===== config.mk =====
export PLATFORM = sky130hd
export DESIGN_NAME = hls_to_rgb_converter
export DESIGN_NICKNAME = d
export VERILOG_FILES = /design/src/hdl/hls2rgb_pkg.sv /design/src/hdl/hls_to_rgb_converter.sv
export SDC_FILE = /design/constraint.sdc
export NUM_CORES = 2
export LEC_CHECK = 0
export BUFFER_PORTS_ARGS = -buffer_cell sky130_fd_sc_hd__buf_2
export CAP_MARGIN = 20
export CORE_ASPECT_RATIO = 1.2
export CORE_MARGIN = 4
export CORE_UTILIZATION = 55
export CTS_BUF_LIST = sky130_fd_sc_hd__clkbuf_8
export DETAILED_ROUTE_END_ITERATION = 8
export GPL_TIMING_DRIVEN = 0
export PLACE_DENSITY = 0.82
export SYNTH_ARGS = -nofsm -noshare
export SYNTH_HDL_FRONTEND = slang
export SYNTH_SLANG_ARGS = --single-unit

===== constraint.sdc =====
create_clock -name clock -period 8.6 [get_ports clock]
set_input_delay 0.86 -clock clock [delete_from_list [all_inputs] [get_ports clock]]
set_output_delay 0.86 -clock clock [all_outputs]
set_load 0.005 [all_outputs]

===== src/hdl/hls2rgb_pkg.sv =====
// ----------------------------------------------------------------------------
// hls2rgb_pkg
// Shared widths and hue constants of the HLS to RGB color converter.
// ----------------------------------------------------------------------------
package hls2rgb_pkg;

   // payload field width of every channel
   localparam int FIELD_W          = 13;
   // default number of fraction bits in a level (1.0 = 1 << bits)
   localparam int LEVEL_FRAC_DEF   = 12;

   // hue arithmetic, in sixteenths of a degree
   localparam int ANGLE_W          = 15;   // signed, holds hue +/- one third
   localparam int WEIGHT_W         = 10;   // ramp weight 0..960
   localparam int HUE_FULL         = 5760; // 360 degrees
   localparam int HUE_THIRD        = 1920; // 120 degrees
   localparam int HUE_RISE_END     = 960;
   localparam int HUE_HOLD_END     = 2880;
   localparam int HUE_FALL_END     = 3840;
   localparam int HUE_SEGMENT      = 960;  // 60 degrees, ramp divisor

   // 960 = 64 * 15: divide by a shift, then by fifteen through a reciprocal
   localparam int SEG_SHIFT        = 6;
   localparam int SEG_ODD          = 15;

   localparam int NUM_CHAN         = 3;    // red, green, blue

   typedef logic [FIELD_W-1:0]  field_type;
   typedef logic [WEIGHT_W-1:0] weight_type;

endpackage


===== src/hdl/hls_to_rgb_converter.sv =====
// ----------------------------------------------------------------------------
// hls_to_rgb_converter
// Fixed-point HLS to RGB color conversion, six register stages.
// ----------------------------------------------------------------------------
//
//   channel | direction | handshake            | payload
//   --------+-----------+----------------------+-------------------------------
//   req     | in        | req_valid/req_ready  | hue, lightness, saturation
//   rsp     | out       | rsp_valid/rsp_ready  | red, green, blue
//
// One transaction is accepted per clock while req_ready is high. It passes
// the stages in order (multiplier, level math, ramp product, reciprocal
// product, quotient fix-up, output add/clamp); rsp_valid rises once it
// reaches the last. Each stage has its own valid bit and loads when it is
// empty or its successor advances, so bubbles collapse and req_ready drops
// only once all six stages hold a transaction behind a stalled output.
// Synchronous reset clears only the valid bits.
//
module hls_to_rgb_converter
   import hls2rgb_pkg::*;
#(
   parameter int LEVEL_FRAC_BITS = LEVEL_FRAC_DEF
) (
   input  logic      clock,
   input  logic      reset,
   input  logic      req_valid,
   output logic      req_ready,
   input  field_type req_hue,
   input  field_type req_lightness,
   input  field_type req_saturation,
   output logic      rsp_valid,
   input  logic      rsp_ready,
   output field_type rsp_red,
   output field_type rsp_green,
   output field_type rsp_blue
);

   // ---------------------------------------------------------------------
   // Derived widths
   // ---------------------------------------------------------------------
   localparam int PROD_W  = 2 * FIELD_W - LEVEL_FRAC_BITS;          // (l*s)>>F
   localparam int LVL_W   = ((PROD_W > FIELD_W + 1) ? PROD_W : FIELD_W + 1) + 2;
   localparam int DMAG_W  = LVL_W + 1;                              // |m2 - m1|
   localparam int X_W     = DMAG_W + WEIGHT_W;                      // |d| * w
   localparam int Y_W     = X_W - SEG_SHIFT;                        // |d|*w / 64
   localparam int RCP_W   = Y_W - 3;                                // 2^Y_W / 15
   localparam int SUM_W   = LVL_W + 2;                              // m1 + ramp
   localparam int LEVEL_HALF = 1 << (LEVEL_FRAC_BITS - 1);

   localparam logic [RCP_W-1:0]           RECIP   = RCP_W'((64'd1 << Y_W) / SEG_ODD);
   localparam logic signed [SUM_W-1:0]    ONE_S   = SUM_W'(64'd1 << LEVEL_FRAC_BITS);
   localparam logic signed [ANGLE_W-1:0]  A_FULL  = ANGLE_W'(HUE_FULL);
   localparam logic signed [ANGLE_W-1:0]  A_THIRD = ANGLE_W'(HUE_THIRD);
   localparam logic signed [ANGLE_W-1:0]  A_RISE  = ANGLE_W'(HUE_RISE_END);
   localparam logic signed [ANGLE_W-1:0]  A_HOLD  = ANGLE_W'(HUE_HOLD_END);
   localparam logic signed [ANGLE_W-1:0]  A_FALL  = ANGLE_W'(HUE_FALL_END);
   localparam logic [Y_W:0]               ODD_Y   = (Y_W+1)'(SEG_ODD);

   // Ramp weight of one channel: the hue is wrapped once, then mapped to
   // 0..960 so that the ramp value is always m1 + (m2 - m1) * w / 960.
   // Holding m2 uses the full weight, holding m1 uses zero.
   function automatic weight_type hue_weight(input field_type h,
                                             input logic signed [ANGLE_W-1:0] off);
      logic signed [ANGLE_W-1:0] a;
      logic signed [ANGLE_W-1:0] fall;
      a = $signed({{(ANGLE_W-FIELD_W){1'b0}}, h}) + off;
      if (a > A_FULL) begin
         a = a - A_FULL;
      end
      if (a < 0) begin
         a = a + A_FULL;
      end
      fall = A_FALL - a;
      if (a < A_RISE) begin
         hue_weight = a[WEIGHT_W-1:0];
      end else if (a < A_HOLD) begin
         hue_weight = WEIGHT_W'(HUE_SEGMENT);
      end else if (a < A_FALL) begin
         hue_weight = fall[WEIGHT_W-1:0];
      end else begin
         hue_weight = '0;
      end
   endfunction

   // ---------------------------------------------------------------------
   // Stage control: a stage loads when empty or when its successor loads
   // ---------------------------------------------------------------------
   logic v1_ff, v2_ff, v3_ff, v4_ff, v5_ff, v6_ff;
   logic ld1, ld2, ld3, ld4, ld5, ld6;

   assign ld6 = !v6_ff || rsp_ready;
   assign ld5 = !v5_ff || ld6;
   assign ld4 = !v4_ff || ld5;
   assign ld3 = !v3_ff || ld4;
   assign ld2 = !v2_ff || ld3;
   assign ld1 = !v1_ff || ld2;

   assign req_ready = ld1;
   assign rsp_valid = v6_ff;

   always_ff @(posedge clock) begin
      if (reset) begin
         v1_ff <= 1'b0;
         v2_ff <= 1'b0;
         v3_ff <= 1'b0;
         v4_ff <= 1'b0;
         v5_ff <= 1'b0;
         v6_ff <= 1'b0;
      end else begin
         if (ld1) v1_ff <= req_valid;
         if (ld2) v2_ff <= v1_ff;
         if (ld3) v3_ff <= v2_ff;
         if (ld4) v4_ff <= v3_ff;
         if (ld5) v5_ff <= v4_ff;
         if (ld6) v6_ff <= v5_ff;
      end
   end

   // ---------------------------------------------------------------------
   // Stage 1: lightness * saturation, truncated to level precision
   // ---------------------------------------------------------------------
   field_type                hue1_ff, lit1_ff, sat1_ff;
   logic [PROD_W-1:0]        prod1_ff, prod1_in;
   logic [2*FIELD_W-1:0]     full_prod;

   always_comb begin
      full_prod = req_lightness * req_saturation;
      prod1_in  = full_prod[2*FIELD_W-1:LEVEL_FRAC_BITS];
   end

   always_ff @(posedge clock) begin
      if (ld1) begin
         hue1_ff  <= req_hue;
         lit1_ff  <= req_lightness;
         sat1_ff  <= req_saturation;
         prod1_ff <= prod1_in;
      end
   end

   // ---------------------------------------------------------------------
   // Stage 2: levels m2 and m1, sign and size of their spread, weights
   // ---------------------------------------------------------------------
   logic signed [LVL_W-1:0]  m1_2_ff, m1_2_in;
   logic                     neg2_ff, neg2_in;
   logic [DMAG_W-1:0]        dmag2_ff, dmag2_in;
   weight_type               w2_ff [NUM_CHAN];
   weight_type               w2_in [NUM_CHAN];

   logic signed [LVL_W-1:0]  l_ext, s_ext, p_ext, m2_val;
   logic signed [DMAG_W-1:0] spread;

   always_comb begin
      l_ext = $signed({{(LVL_W-FIELD_W){1'b0}}, lit1_ff});
      s_ext = $signed({{(LVL_W-FIELD_W){1'b0}}, sat1_ff});
      p_ext = $signed({{(LVL_W-PROD_W){1'b0}}, prod1_ff});
      if (int'(lit1_ff) <= LEVEL_HALF) begin
         m2_val = l_ext + p_ext;
      end else begin
         m2_val = l_ext + s_ext - p_ext;
      end
      m1_2_in  = (l_ext <<< 1) - m2_val;
      // m2 - m1 = 2 * (m2 - l)
      spread   = (DMAG_W'(m2_val) - DMAG_W'(l_ext)) <<< 1;
      neg2_in  = spread[DMAG_W-1];
      dmag2_in = neg2_in ? DMAG_W'(-spread) : DMAG_W'(spread);
      w2_in[0] = hue_weight(hue1_ff, A_THIRD);
      w2_in[1] = hue_weight(hue1_ff, '0);
      w2_in[2] = hue_weight(hue1_ff, -A_THIRD);
   end

   always_ff @(posedge clock) begin
      if (ld2) begin
         m1_2_ff  <= m1_2_in;
         neg2_ff  <= neg2_in;
         dmag2_ff <= dmag2_in;
         w2_ff    <= w2_in;
      end
   end

   // ---------------------------------------------------------------------
   // Stage 3: ramp numerator |m2 - m1| * w per channel
   // ---------------------------------------------------------------------
   logic signed [LVL_W-1:0]  m1_3_ff;
   logic                     neg3_ff;
   logic [X_W-1:0]           x3_ff [NUM_CHAN];
   logic [X_W-1:0]           x3_in [NUM_CHAN];

   always_comb begin
      for (int c = 0; c < NUM_CHAN; c++) begin
         x3_in[c] = X_W'(dmag2_ff) * X_W'(w2_ff[c]);
      end
   end

   always_ff @(posedge clock) begin
      if (ld3) begin
         m1_3_ff <= m1_2_ff;
         neg3_ff <= neg2_ff;
         x3_ff   <= x3_in;
      end
   end

   // ---------------------------------------------------------------------
   // Stage 4: drop the factor 64, estimate the quotient by fifteen
   // ---------------------------------------------------------------------
   logic signed [LVL_W-1:0]  m1_4_ff;
   logic                     neg4_ff;
   logic [Y_W-1:0]           y4_ff  [NUM_CHAN];
   logic [Y_W-1:0]           y4_in  [NUM_CHAN];
   logic [RCP_W-1:0]         qe4_ff [NUM_CHAN];
   logic [RCP_W-1:0]         qe4_in [NUM_CHAN];
   logic [Y_W+RCP_W-1:0]     rprod  [NUM_CHAN];

   always_comb begin
      for (int c = 0; c < NUM_CHAN; c++) begin
         y4_in[c]  = x3_ff[c][X_W-1:SEG_SHIFT];
         rprod[c]  = (Y_W+RCP_W)'(y4_in[c]) * (Y_W+RCP_W)'(RECIP);
         qe4_in[c] = rprod[c][Y_W+RCP_W-1:Y_W];
      end
   end

   always_ff @(posedge clock) begin
      if (ld4) begin
         m1_4_ff <= m1_3_ff;
         neg4_ff <= neg3_ff;
         y4_ff   <= y4_in;
         qe4_ff  <= qe4_in;
      end
   end

   // ---------------------------------------------------------------------
   // Stage 5: the estimate is low by at most one; fix it up
   // ---------------------------------------------------------------------
   logic signed [LVL_W-1:0]  m1_5_ff;
   logic                     neg5_ff;
   logic [RCP_W-1:0]         q5_ff [NUM_CHAN];
   logic [RCP_W-1:0]         q5_in [NUM_CHAN];
   logic [Y_W:0]             times15 [NUM_CHAN];
   logic [Y_W:0]             rem     [NUM_CHAN];

   always_comb begin
      for (int c = 0; c < NUM_CHAN; c++) begin
         times15[c] = ((Y_W+1)'(qe4_ff[c]) << 4) - (Y_W+1)'(qe4_ff[c]);
         rem[c]     = (Y_W+1)'(y4_ff[c]) - times15[c];
         q5_in[c]   = (rem[c] >= ODD_Y) ? qe4_ff[c] + 1'b1 : qe4_ff[c];
      end
   end

   always_ff @(posedge clock) begin
      if (ld5) begin
         m1_5_ff <= m1_4_ff;
         neg5_ff <= neg4_ff;
         q5_ff   <= q5_in;
      end
   end

   // ---------------------------------------------------------------------
   // Stage 6: m1 plus the signed ramp step, clamp to [0, 1.0]
   // ---------------------------------------------------------------------
   field_type                out6_ff [NUM_CHAN];
   field_type                out6_in [NUM_CHAN];
   logic signed [SUM_W-1:0]  step    [NUM_CHAN];
   logic signed [SUM_W-1:0]  level   [NUM_CHAN];
   logic signed [SUM_W-1:0]  m1_ext;

   always_comb begin
      m1_ext = SUM_W'(m1_5_ff);
      for (int c = 0; c < NUM_CHAN; c++) begin
         step[c]  = $signed({1'b0, q5_ff[c][SUM_W-2:0]});
         // truncation toward zero: negate the magnitude quotient
         level[c] = neg5_ff ? m1_ext - step[c] : m1_ext + step[c];
         if (level[c] < 0) begin
            out6_in[c] = '0;
         end else if (level[c] > ONE_S) begin
            out6_in[c] = ONE_S[FIELD_W-1:0];
         end else begin
            out6_in[c] = level[c][FIELD_W-1:0];
         end
      end
   end

   always_ff @(posedge clock) begin
      if (ld6) begin
         out6_ff <= out6_in;
      end
   end

   assign rsp_red   = out6_ff[0];
   assign rsp_green = out6_ff[1];
   assign rsp_blue  = out6_ff[2];

   // ---------------------------------------------------------------------
   // Assertions
   // ---------------------------------------------------------------------
   // Request side may only stall when every stage holds a transaction.
   a_stall_full: assert property (@(posedge clock) disable iff (reset)
      !req_ready |-> (v1_ff && v2_ff && v3_ff && v4_ff && v5_ff && v6_ff))
      else $error("request stalled with an empty stage");

   // An accepted request lands in the first stage.
   a_accept_lands: assert property (@(posedge clock) disable iff (reset)
      (req_valid && req_ready) |=> v1_ff)
      else $error("accepted request lost at stage 1");

   // A finished item behind a stalled output is held, not dropped.
   a_hold_last: assert property (@(posedge clock) disable iff (reset)
      (v5_ff && v6_ff && !rsp_ready) |=> (v5_ff && v6_ff))
      else $error("item dropped behind stalled output");

endmodule

==> flow_summary.html <==
<table>
<tr><th>Metric</th><th>Value</th></tr>
<tr><th colspan="2">Yosys</th></tr>
<tr><td>Number of unique standard cell types used by synthesis</td><td>100</td></tr>
<tr><td>Leading area contributor after synthesis</td><td>sky130_fd_sc_hd__edfxtp_1</td></tr>
<tr><td>Synth top area cells</td><td>sky130_fd_sc_hd__edfxtp_1 23%, sky130_fd_sc_hd__fa_1 21%, sky130_fd_sc_hd__ha_1 17%, sky130_fd_sc_hd__inv_1 7.6%, sky130_fd_sc_hd__xnor2_1 3.9%</td></tr>
<tr><td>Async set-or-reset flop fraction in the synthesized netlist</td><td>0</td></tr>
<tr><td>Most frequently used flop master after synthesis</td><td>sky130_fd_sc_hd__edfxtp_1</td></tr>
<tr><td>Area share of the largest cell type after synthesis</td><td>0.232</td></tr>
<tr><td>Sequential share of the synthesized area</td><td>0.234</td></tr>
<tr><td>Cell area after technology mapping</td><td>approximately 0.057 mm^2</td></tr>
<tr><td>Number of nets produced by synthesis</td><td>about 7.4k</td></tr>
<tr><td>Synthesized area divided by synthesized cell count</td><td>9.47 um^2</td></tr>
<tr><td>Warnings from Yosys</td><td>0</td></tr>
<tr><td>Flip-flop and latch count after synthesis</td><td>between 400 and 500</td></tr>
<tr><td>Number of synthesized flops with an enable pin</td><td>between 400 and 500</td></tr>
<tr><td>Gate count after technology mapping</td><td>approximately 6k</td></tr>
<tr><th colspan="2">Clock tree</th></tr>
<tr><td># resized after CTS</td><td>0</td></tr>
<tr><td>Num CTS Buffers</td><td>between 70 and 80</td></tr>
<tr><td>Hold-fix buffers at CTS</td><td>0</td></tr>
<tr><td>Total setup buffers inserted after CTS</td><td>0</td></tr>
<tr><td>Number of buffers on the longest clock path</td><td>3</td></tr>
<tr><td>TritonCTS clock tree</td><td>yes</td></tr>
<tr><td>Clock latency at the later pin of the worst-skew pair</td><td>0.73 ns</td></tr>
<tr><td>Total number of clock tree sinks</td><td>443</td></tr>
<tr><td>Cell at the root of the clock tree</td><td>sky130_fd_sc_hd__clkbuf_8</td></tr>
<tr><td>Reg clk slew, reported paths</td><td>roughly 0.060 ns</td></tr>
<tr><td>H-tree depth</td><td>3</td></tr>
<tr><th colspan="2">Routing</th></tr>
<tr><td>Vias per inst</td><td>approximately 5.6</td></tr>
<tr><td>1st-iter DRT viols</td><td>roughly 2.5k</td></tr>
<tr><td>Antenna-violating nets left</td><td>0</td></tr>
<tr><td>Detailed-routing iteration count for the pre-antenna-repair pass</td><td>6</td></tr>
<tr><td>Total routed wirelength</td><td>~130000 um</td></tr>
<tr><td>DRC violations left</td><td>0</td></tr>
<tr><td>DR vias</td><td>between 40k and 50k</td></tr>
<tr><td>Routed wirelength normalized by instance count</td><td>between 15 and 20 um</td></tr>
<tr><th colspan="2">Critical path</th></tr>
<tr><td>Worst path top cell family by delay</td><td>adder cells</td></tr>
<tr><td>Crit path launch type</td><td>register</td></tr>
<tr><td>Worst endpoint required time</td><td>9.08 ns</td></tr>
<tr><td>Critical path's slowest cell</td><td>sky130_fd_sc_hd__clkbuf_1</td></tr>
<tr><td>Cell mode on critical path</td><td>sky130_fd_sc_hd__fa_1</td></tr>
<tr><td>Max FO, Critical Path</td><td>10</td></tr>
<tr><td>Delay of the slowest critical-path stage</td><td>0.61 ns</td></tr>
<tr><td>CP Buf/Inv Count</td><td>5</td></tr>
<tr><td>WP data arrival</td><td>7.58 ns</td></tr>
<tr><td>Startpoint-to-endpoint class of the critical path</td><td>register to register</td></tr>
<tr><td>CP Capture Type</td><td>register</td></tr>
<tr><td>Sequence of cells on the critical path</td><td>clkbuf_1 &gt; clkbuf_1 &gt; nand2_1 &gt; fa_1 &gt; fa_1 &gt; inv_1 &gt; fa_1 &gt; fa_1 &gt; inv_1 &gt; fa_1 &gt; inv_1 &gt; ha_1 &gt; a21o_1 &gt; a21oi_1 &gt; a31o_2 &gt; a31oi_1 &gt; o41ai_1 &gt; o2111ai_1 &gt; a21oi_1 &gt; xnor2_1</td></tr>
<tr><th colspan="2">Timing</th></tr>
<tr><td>Worst-case clock skew</td><td>0.0399 ns</td></tr>
<tr><td>Max transition margin</td><td>0.275</td></tr>
<tr><td>Unrepaired setup endpoints after global routing</td><td>false</td></tr>
<tr><td>Peak Freq</td><td>about 140 MHz</td></tr>
<tr><td>Post-Route Setup TNS</td><td>0 ns</td></tr>
<tr><td>Clock period minus final worst setup slack</td><td>a little over 7 ns</td></tr>
<tr><td>Transition time at the pin with the least slew margin</td><td>~1.1 ns</td></tr>
<tr><td>Pins over their slew limit</td><td>0</td></tr>
<tr><td>Post-route fraction of the period consumed by the critical path</td><td>0.826</td></tr>
<tr><td>Final hold slack</td><td>0.305 ns</td></tr>
<tr><td>Number of endpoints failing setup at the final stage</td><td>0</td></tr>
<tr><td>Count of final hold-check violations</td><td>0</td></tr>
<tr><td>Minimum setup slack in the final design</td><td>between 1 and 1.5 ns</td></tr>
<tr><th colspan="2">Outcome</th></tr>
<tr><td>Status</td><td>finished clean</td></tr>
<tr><th colspan="2">Global route</th></tr>
<tr><td>Largest net degree at the start of global routing</td><td>between 90 and 100</td></tr>
<tr><td>First-pass GRT wire length</td><td>roughly 220000 um</td></tr>
<tr><td>Initial antenna violation count</td><td>4</td></tr>
<tr><td>Vias in the first global route</td><td>approximately 44k</td></tr>
<tr><td>Global-route usage over all layers</td><td>0.251</td></tr>
<tr><td>Overflow left after global routing</td><td>0</td></tr>
<tr><th colspan="2">Placement</th></tr>
<tr><td>Setup WS pre-CTS</td><td>around 1.6 ns</td></tr>
<tr><td>Number of I/O port buffers</td><td>83</td></tr>
<tr><td>Routability cong.</td><td>slightly below 1</td></tr>
<tr><td>Post-DP HPWL</td><td>roughly 110000 um</td></tr>
<tr><th colspan="2">Layout</th></tr>
<tr><td>Commonest non-fill, non-tap cell in the layout</td><td>sky130_fd_sc_hd__inv_1</td></tr>
<tr><td>Ratio of cells with drive above 1 in the final layout</td><td>0.0440</td></tr>
<tr><td>Final core occ</td><td>0.594</td></tr>
<tr><td>Leading cell types in the layout, fill and taps excluded</td><td>1159 x sky130_fd_sc_hd__inv_1, 787 x sky130_fd_sc_hd__ha_1, 586 x sky130_fd_sc_hd__fa_1</td></tr>
<tr><td>Filler cell count in the final layout</td><td>between 8k and 9k</td></tr>
<tr><td>Area overhead of the layout relative to synthesis</td><td>6.87%</td></tr>
<tr><td>Net count of the finished layout</td><td>around 7.6k</td></tr>
<tr><th colspan="2">Floorplanning</th></tr>
<tr><td>Die W</td><td>around 300 um</td></tr>
<tr><td>Y dimension of the die</td><td>360 um</td></tr>
<tr><td>FP Rows</td><td>~130</td></tr>
<tr><td>Total core area</td><td>~0.1 mm^2</td></tr>
<tr><td>IO Pins</td><td>84</td></tr>
<tr><td>Die footprint</td><td>about 0.11 mm^2</td></tr>
<tr><td>Initial Utilization</td><td>0.556</td></tr>
<tr><th colspan="2">Run</th></tr>
<tr><td>Number of max-cap violations</td><td>0</td></tr>
<tr><th colspan="2">Hold path</th></tr>
<tr><td>Worst min path class</td><td>input port to register</td></tr>
</table>
-- sequential cells by signal (all words and copies together) (netlist names), 14 cells and up --
| register | cells |
|---|---|
| x3_ff | 63 |
| prod1_ff | 14 |
| m1_4_ff | 16 |
| dmag2_ff | 16 |
| y4_ff | 63 |
| w2_ff | 30 |
| m1_3_ff | 16 |
| m1_5_ff | 16 |
| m1_2_ff | 16 |
| q5_ff | 51 |
| qe4_ff | 54 |
-- cell families after synthesis --
| logic type | Yosys count | synth area share |
|---|---|---|
| adder cells (fa/ha/maj) | 1375 | 0.381 |
| multiplexers | 21 | 0.00380 |
| flip-flops | 443 | 0.234 |
| AND/OR/NAND/NOR | 1709 | 0.149 |
| XOR/XNOR | 330 | 0.0510 |
| AO/OA/AOI/OAI | 805 | 0.0947 |
| buffers and inverters | 1300 | 0.0867 |
-- Yosys cell counts, types with 12 or more instances --
cell type                   instances
sky130_fd_sc_hd__nand2_1          522
sky130_fd_sc_hd__fa_1             586
sky130_fd_sc_hd__o211ai_1          21
sky130_fd_sc_hd__nand2b_1          37
sky130_fd_sc_hd__ha_1             787
sky130_fd_sc_hd__a21boi_0          17
sky130_fd_sc_hd__a21o_1            63
sky130_fd_sc_hd__nand3_1           80
sky130_fd_sc_hd__a211oi_1          31
sky130_fd_sc_hd__or3_1             32
sky130_fd_sc_hd__clkbuf_1         133
sky130_fd_sc_hd__nand3b_1          12
sky130_fd_sc_hd__inv_1           1144
sky130_fd_sc_hd__o21bai_1          24
sky130_fd_sc_hd__nor2b_1           47
sky130_fd_sc_hd__nor4_1            41
sky130_fd_sc_hd__and2_1           307
sky130_fd_sc_hd__xnor2_1          249
sky130_fd_sc_hd__nor2_1           350
sky130_fd_sc_hd__nor3_1           143
sky130_fd_sc_hd__o21a_1            62
sky130_fd_sc_hd__and3_1            28
sky130_fd_sc_hd__or2_2             17
sky130_fd_sc_hd__xor2_1            81
sky130_fd_sc_hd__a21oi_1          212
sky130_fd_sc_hd__edfxtp_1         437
sky130_fd_sc_hd__nor3b_1           14
sky130_fd_sc_hd__o21ai_0          142
sky130_fd_sc_hd__nand4_1           26
sky130_fd_sc_hd__o22ai_1           15
sky130_fd_sc_hd__mux2i_1           17
sky130_fd_sc_hd__o2111ai_1         18
sky130_fd_sc_hd__o31ai_1           25
sky130_fd_sc_hd__nor4b_1           13
sky130_fd_sc_hd__a31oi_1           35
-- area by class of cell --
class,instances,area [um^2],area share
flip-flops and latches,443,13200,0.219
clock inverters,55,522,0.00862
inverters,1149,4320,0.0713
multi-input cells,4240,38500,0.636
diodes,3,7.51,0.000124
plain buffers,151,598,0.00988
clock buffers,74,1020,0.0168
well taps,1365,1710,0.0282
repair buffers,92,606,0.0100
-- through the flow --
step	std cells	instance area, um^2
floorplan	5983	56600
global placement	7431	58800
finish	7572	60500
detailed placement	7440	59000
CTS	7569	60500
global route	7570	60500
-- path summary, 6_finish.rpt --
check	cells past startpoint	from	slack [ns]	endpoint
worst max-delay path	20	dmag2_ff[2]	1.49	x3_ff[80]
worst min-delay path	1	req_hue[2]	0.31	hue1_ff[2]
worst max register to register	20	dmag2_ff[2]	1.49	x3_ff[80]
worst min register to register	0	m1_4_ff[7]	0.40	m1_5_ff[7]
-- layer usage --
metal	wire, um	up-vias	global-route usage
li1	-	20114	-
met1	51800	20471	0.295
met2	66700	1345	0.447
met3	7510	432	0.0318
met4	7900	2	0.135
met5	13	-	0
-- worst register-to-register path, cell delays in order, from the launching register on --
cell and delay [ns]:
sky130_fd_sc_hd__edfxtp_1 0.42, sky130_fd_sc_hd__clkbuf_1 0.55, sky130_fd_sc_hd__clkbuf_1 0.62, sky130_fd_sc_hd__nand2_1 0.16
sky130_fd_sc_hd__fa_1 0.53, sky130_fd_sc_hd__fa_1 0.55, sky130_fd_sc_hd__inv_1 0.06, sky130_fd_sc_hd__fa_1 0.52
sky130_fd_sc_hd__fa_1 0.55, sky130_fd_sc_hd__inv_1 0.05, sky130_fd_sc_hd__fa_1 0.55, sky130_fd_sc_hd__inv_1 0.05
sky130_fd_sc_hd__ha_1 0.35, sky130_fd_sc_hd__a21o_1 0.18, sky130_fd_sc_hd__a21oi_1 0.19, sky130_fd_sc_hd__a31o_2 0.20
sky130_fd_sc_hd__a31oi_1 0.13, sky130_fd_sc_hd__o41ai_1 0.60, sky130_fd_sc_hd__o2111ai_1 0.27, sky130_fd_sc_hd__a21oi_1 0.26
sky130_fd_sc_hd__xnor2_1 0.08
Power is left out: the tool's default activity adds up to more than one toggle a clock period on the data nets, which glitch-free logic cannot reach.
